--- config.mk ---
export PLATFORM = sky130hd
export DESIGN_NAME = prrc_ctrl
export DESIGN_NICKNAME = d
export VERILOG_FILES = /design/src/sv/prrc_pkg.sv /design/src/sv/prrc_ctrl.sv
export SDC_FILE = /design/constraint.sdc
export NUM_CORES = 1
export LEC_CHECK = 0
export BUFFER_PORTS_ARGS = -buffer_cell sky130_fd_sc_hd__buf_2
export CORE_AREA = 8 8 45 47
export CTS_BUF_LIST = sky130_fd_sc_hd__clkbuf_16
export DETAILED_ROUTE_END_ITERATION = 7
export DIE_AREA = 0 0 53 55
export SLEW_MARGIN = 15
export SYNTH_ARGS = -nofsm -noshare
export SYNTH_HDL_FRONTEND = slang
export SYNTH_SLANG_ARGS = --single-unit
--- constraint.sdc ---
create_clock -name clk -period 3.4 [get_ports clk]
set_clock_uncertainty 0.2 [all_clocks]
set_input_delay 0.17 -clock clk [delete_from_list [all_inputs] [get_ports clk]]
set_output_delay 0.17 -clock clk [all_outputs]
set_load 0.01 [all_outputs]
--- src/sv/prrc_pkg.sv ---
// prrc_pkg: shared constants, types and codes for the page reverse map block
// used by prrc_ctrl, prrc_datapath and page_reverse_map_refcount_top; no dependencies
package prrc_pkg;

  localparam int PAGES      = 4096;
  localparam int SLOTS      = 16;
  localparam int PAGE_NUM_W = 12;
  localparam int TAG_W      = 32;
  localparam int CNT_W      = 16;
  localparam int PAGE_AW    = (PAGES > 1) ? $clog2(PAGES) : 1;
  localparam int SLOT_IW    = (SLOTS > 1) ? $clog2(SLOTS) : 1;

  localparam logic [CNT_W-1:0] CNT_MAX = '1;

  // request layout: action, page_number, mapping_tag; padded to whole bytes
  localparam int S_FIELDS_W = 2 + PAGE_NUM_W + TAG_W;
  localparam int S_DATA_W   = ((S_FIELDS_W + 7) / 8) * 8;
  // result layout: five fields, padded to whole bytes
  localparam int M_FIELDS_W = 4 + CNT_W;
  localparam int M_DATA_W   = ((M_FIELDS_W + 7) / 8) * 8;

  typedef enum logic [1:0] {
    ACT_ADD    = 2'd0,
    ACT_REMOVE = 2'd1,
    ACT_QUERY  = 2'd2
  } action_t;

  typedef enum logic [1:0] {
    ST_CLEAR,
    ST_IDLE,
    ST_EXEC
  } state_t;

  // per-page bookkeeping row
  typedef struct packed {
    logic [CNT_W-1:0] count;
    logic [SLOTS-1:0] valid;
  } meta_t;

  // packed result, last field in the lowest bit
  typedef struct packed {
    logic [CNT_W-1:0] reference_count;
    logic             table_full;
    logic             not_found_error;
    logic             sole_owner;
    logic             now_unreferenced;
  } result_t;

  typedef struct packed {
    logic load;   // take the request and read its page row
    logic clr;    // clear one page row of the bookkeeping memory
    logic exec;   // update the row and load the result register
  } dp_cmd_t;

  typedef struct packed {
    logic clr_last;
    logic out_busy;
  } dp_stat_t;

endpackage

--- src/sv/prrc_ctrl.sv ---
// prrc_ctrl: sequencer for the reset clearing pass and the per-request read/update
// depends on prrc_pkg
module prrc_ctrl
  import prrc_pkg::*;
(
  input  logic     clk,
  input  logic     rst,
  input  logic     s_tvalid,
  output logic     s_tready,
  input  dp_stat_t stat,
  output dp_cmd_t  cmd
);

  state_t state, state_next;

  always_ff @(posedge clk) begin
    if (rst) begin
      state <= ST_CLEAR;
    end else begin
      state <= state_next;
    end
  end

  always_comb begin
    state_next = state;
    cmd        = '0;
    s_tready   = 1'b0;
    unique case (state)
      ST_CLEAR: begin
        cmd.clr = 1'b1;
        if (stat.clr_last) begin
          state_next = ST_IDLE;
        end
      end
      ST_IDLE: begin
        s_tready = 1'b1;
        if (s_tvalid) begin
          cmd.load   = 1'b1;
          state_next = ST_EXEC;
        end
      end
      ST_EXEC: begin
        // hold the update until the result register can take it
        if (!stat.out_busy) begin
          cmd.exec   = 1'b1;
          state_next = ST_IDLE;
        end
      end
      default: begin
        state_next = ST_CLEAR;
      end
    endcase
  end

endmodule

==> out/qor.txt <==
Crit. End Element: flop
number of distinct library cells after synthesis: 9
Tmin final: 1.45 ns
DRC: 0
setup slack after layout: 1.95 ns
postcts setup bufs: 0
diodes inserted: 0
synth top area cells: dfxtp_1, and3b_2, o21ba_2
Largest register FFs: 2
Fmax: 0.689 GHz
WL/cell: 9.90 um
CTS resizes: 0
wl on met1: 193 um
P&R area growth vs syn: 121%
initial antenna violation count: 0
CTS clk-pin slew, worst paths: 0.03 ns
CP Class: in2reg
Critical Path RT: 3.31 ns
global-route wire length before repair: 552 um
crit-path max FO: 3
Area after DPL: 180 um^2
worst-skew pair later-pin latency: 0.22 ns
syn nets: 17
number of global-route vias before repair: 125
Clock Path Buffers: 2
# rows: 14
CP arrival: 1.36 ns
max_cap viols: 0
# fillers: 150
gr usage total: 3.16%
mapped cell area: 120 um^2
Clock H-tree levels: 1
CP peak stage delay: 0.53 ns
Max-slew headroom: 81.4%
outcome: finished, final reports clean
CTS Hold Buffers Added: 1
Detailed Route WL: 396 um
First-pass DRT Iterations: 1
max layer used: met3
core area: 1380 um^2
final setup TNS: 0 ns
area share of the largest cell type after synthesis: 33.3%
pre-CTS setup slack: 2.14 ns
grt total ovfl: 0
pin count of the biggest net entering global routing: 9
clock sinks: 2
Die X: 53 um
DRT antenna net count: 0
FF+latch area: 40.0 um^2
top flop regs: state (2)
Vias/cell: 3.35
CTS root buffer: clkbuf_16
GP Congestion: 0.651
Buffers on Ports: 8
Hold WC Path Type: in2reg
die area: 2920 um^2
Yosys Warn Count: 0
Multi-input gate area: 80.1 um^2
Final #Nets: 31
met2 routed WL: 109 um
I/O pin cnt: 9
Leak Pwr: 0.125 nW
RSZ-0062 raised after global routing: no
Final setup viols: 0
TritonCTS clock tree: yes
1st-iter DRT viols: 0
Synth area leader: dfxtp_1
met3 wire length: 94 um
post-synthesis sequential area ratio: 33.3%
final hold viol count: 0
Worst path slowest cell: dlygate4sd3_1
Die H: 55 um
Vias: 134
Power Density: 832 nW/um^2
FF+latch count, synth: 2
Critical Path Start Type: input pin
Final Slew Violations: 0
Final Cell Area: 265 um^2
CTS buffer count: 3
crit-path cells: dlygate4sd3_1 > buf_2 > or4b_1 > o41ai_1
Biggest register: state
Tcrit/Tclk final: 42.7%
share of layout cells above drive strength 1: 66.7%
Syn Inst Count: 12
Initial Util: 8.68%
Post-Syn Area per Cell: 10.0 um^2
Peak VDD IR: 0.212 mV
Tightest Pin Transition: 0.275 ns
## cell usage after synthesis (all sizes together)
library cell	n
or4b	1
and2	1
dfxtp	2
and2b	1
nor3b	1
nor2	2
o41ai	1
and3b	2
o21ba	1
## per-stage QoR
| stage | cells | total power [W] | hold WS, ns | utilization [%] |
|---|---|---|---|---|
| after detailed placement | 36 | 0.0000451 | 0.200 | 13.0 |
| after global routing | 40 | 0.000228 | 0.0791 | 19.2 |
| after CTS | 40 | 0.000224 | 0.0542 | 19.2 |
| after global placement | 36 | 0.0000446 | 0.202 | 13.0 |
| final | 40 | 0.000221 | 0.0494 | 19.2 |
| after floorplan | 12 | 0.0000369 | 0.0716 | - |
## final timing paths
kind	start	to	slack (ns)	cells past startpoint
worst max register to register	state[1]$_SDFFE_PP0P_	state[0]$_SDFFE_PP0P_	2.14	2
worst min register to register	state[0]$_SDFFE_PP0P_	state[0]$_SDFFE_PP0P_	0.37	1
worst min-delay path	stat[1]	state[0]$_SDFFE_PP0P_	0.05	3
worst max-delay path	rst	state[0]$_SDFFE_PP0P_	1.95	4
## cell usage in the layout (no fill, tap or decap), drive strengths merged
cell / Yosys / routed
nor2: 2 / 2
nor3b: 1 / 1
o21ba: 1 / 1
and2b: 1 / 1
o41ai: 1 / 1
dfxtp: 2 / 2
and2: 1 / 1
buf: 0 / 8
clkbuf: 0 / 3
dlygate4sd3: 0 / 1
and3b: 2 / 2
or4b: 1 / 1
## logic make-up (layout without fill, tap and decap cells)
group / count (synthesis) / in the layout / synth area share, %
buffers and inverters: 0 / 12 / 0
AO/OA/AOI/OAI: 2 / 2 / 15.6
flip-flops: 2 / 2 / 33.3
AND/OR/NAND/NOR: 8 / 8 / 51.1
## metal layers
layer | GRT usage [%] | up-vias
met4 | 3.88 | 0
li1 | - | 71
met5 | 0 | -
met3 | 4.81 | 0
met1 | 2.87 | 54
met2 | 2.34 | 9
## report_power, final
group | internal [W] | leakage (nW) | switching [W] | total (W)
combinational | 0.00000990 | 0.0713 | 0.00000697 | 0.0000169
clock | 0.000150 | 0.0370 | 0.0000257 | 0.000175
sequential | 0.0000256 | 0.0165 | 0.00000293 | 0.0000286
total | 0.000185 | 0.125 | 0.0000356 | 0.000221
## final cells by class
type                    instances  share of cell area, %
multi-input cells              10                   30.2
clock buffers                   3                   28.3
well taps                      16                   7.55
flip-flops and latches          2                   15.1
repair buffers                  9                   18.9
## critical path: cells and delay by family
kind / cells / cell delay, ns
AO/OA/AOI/OAI: 1 / 0.07
AND/OR/NAND/NOR: 1 / 0.45
buffers and inverters: 2 / 0.66
Note: power is estimated with default switching activity, not from simulation.
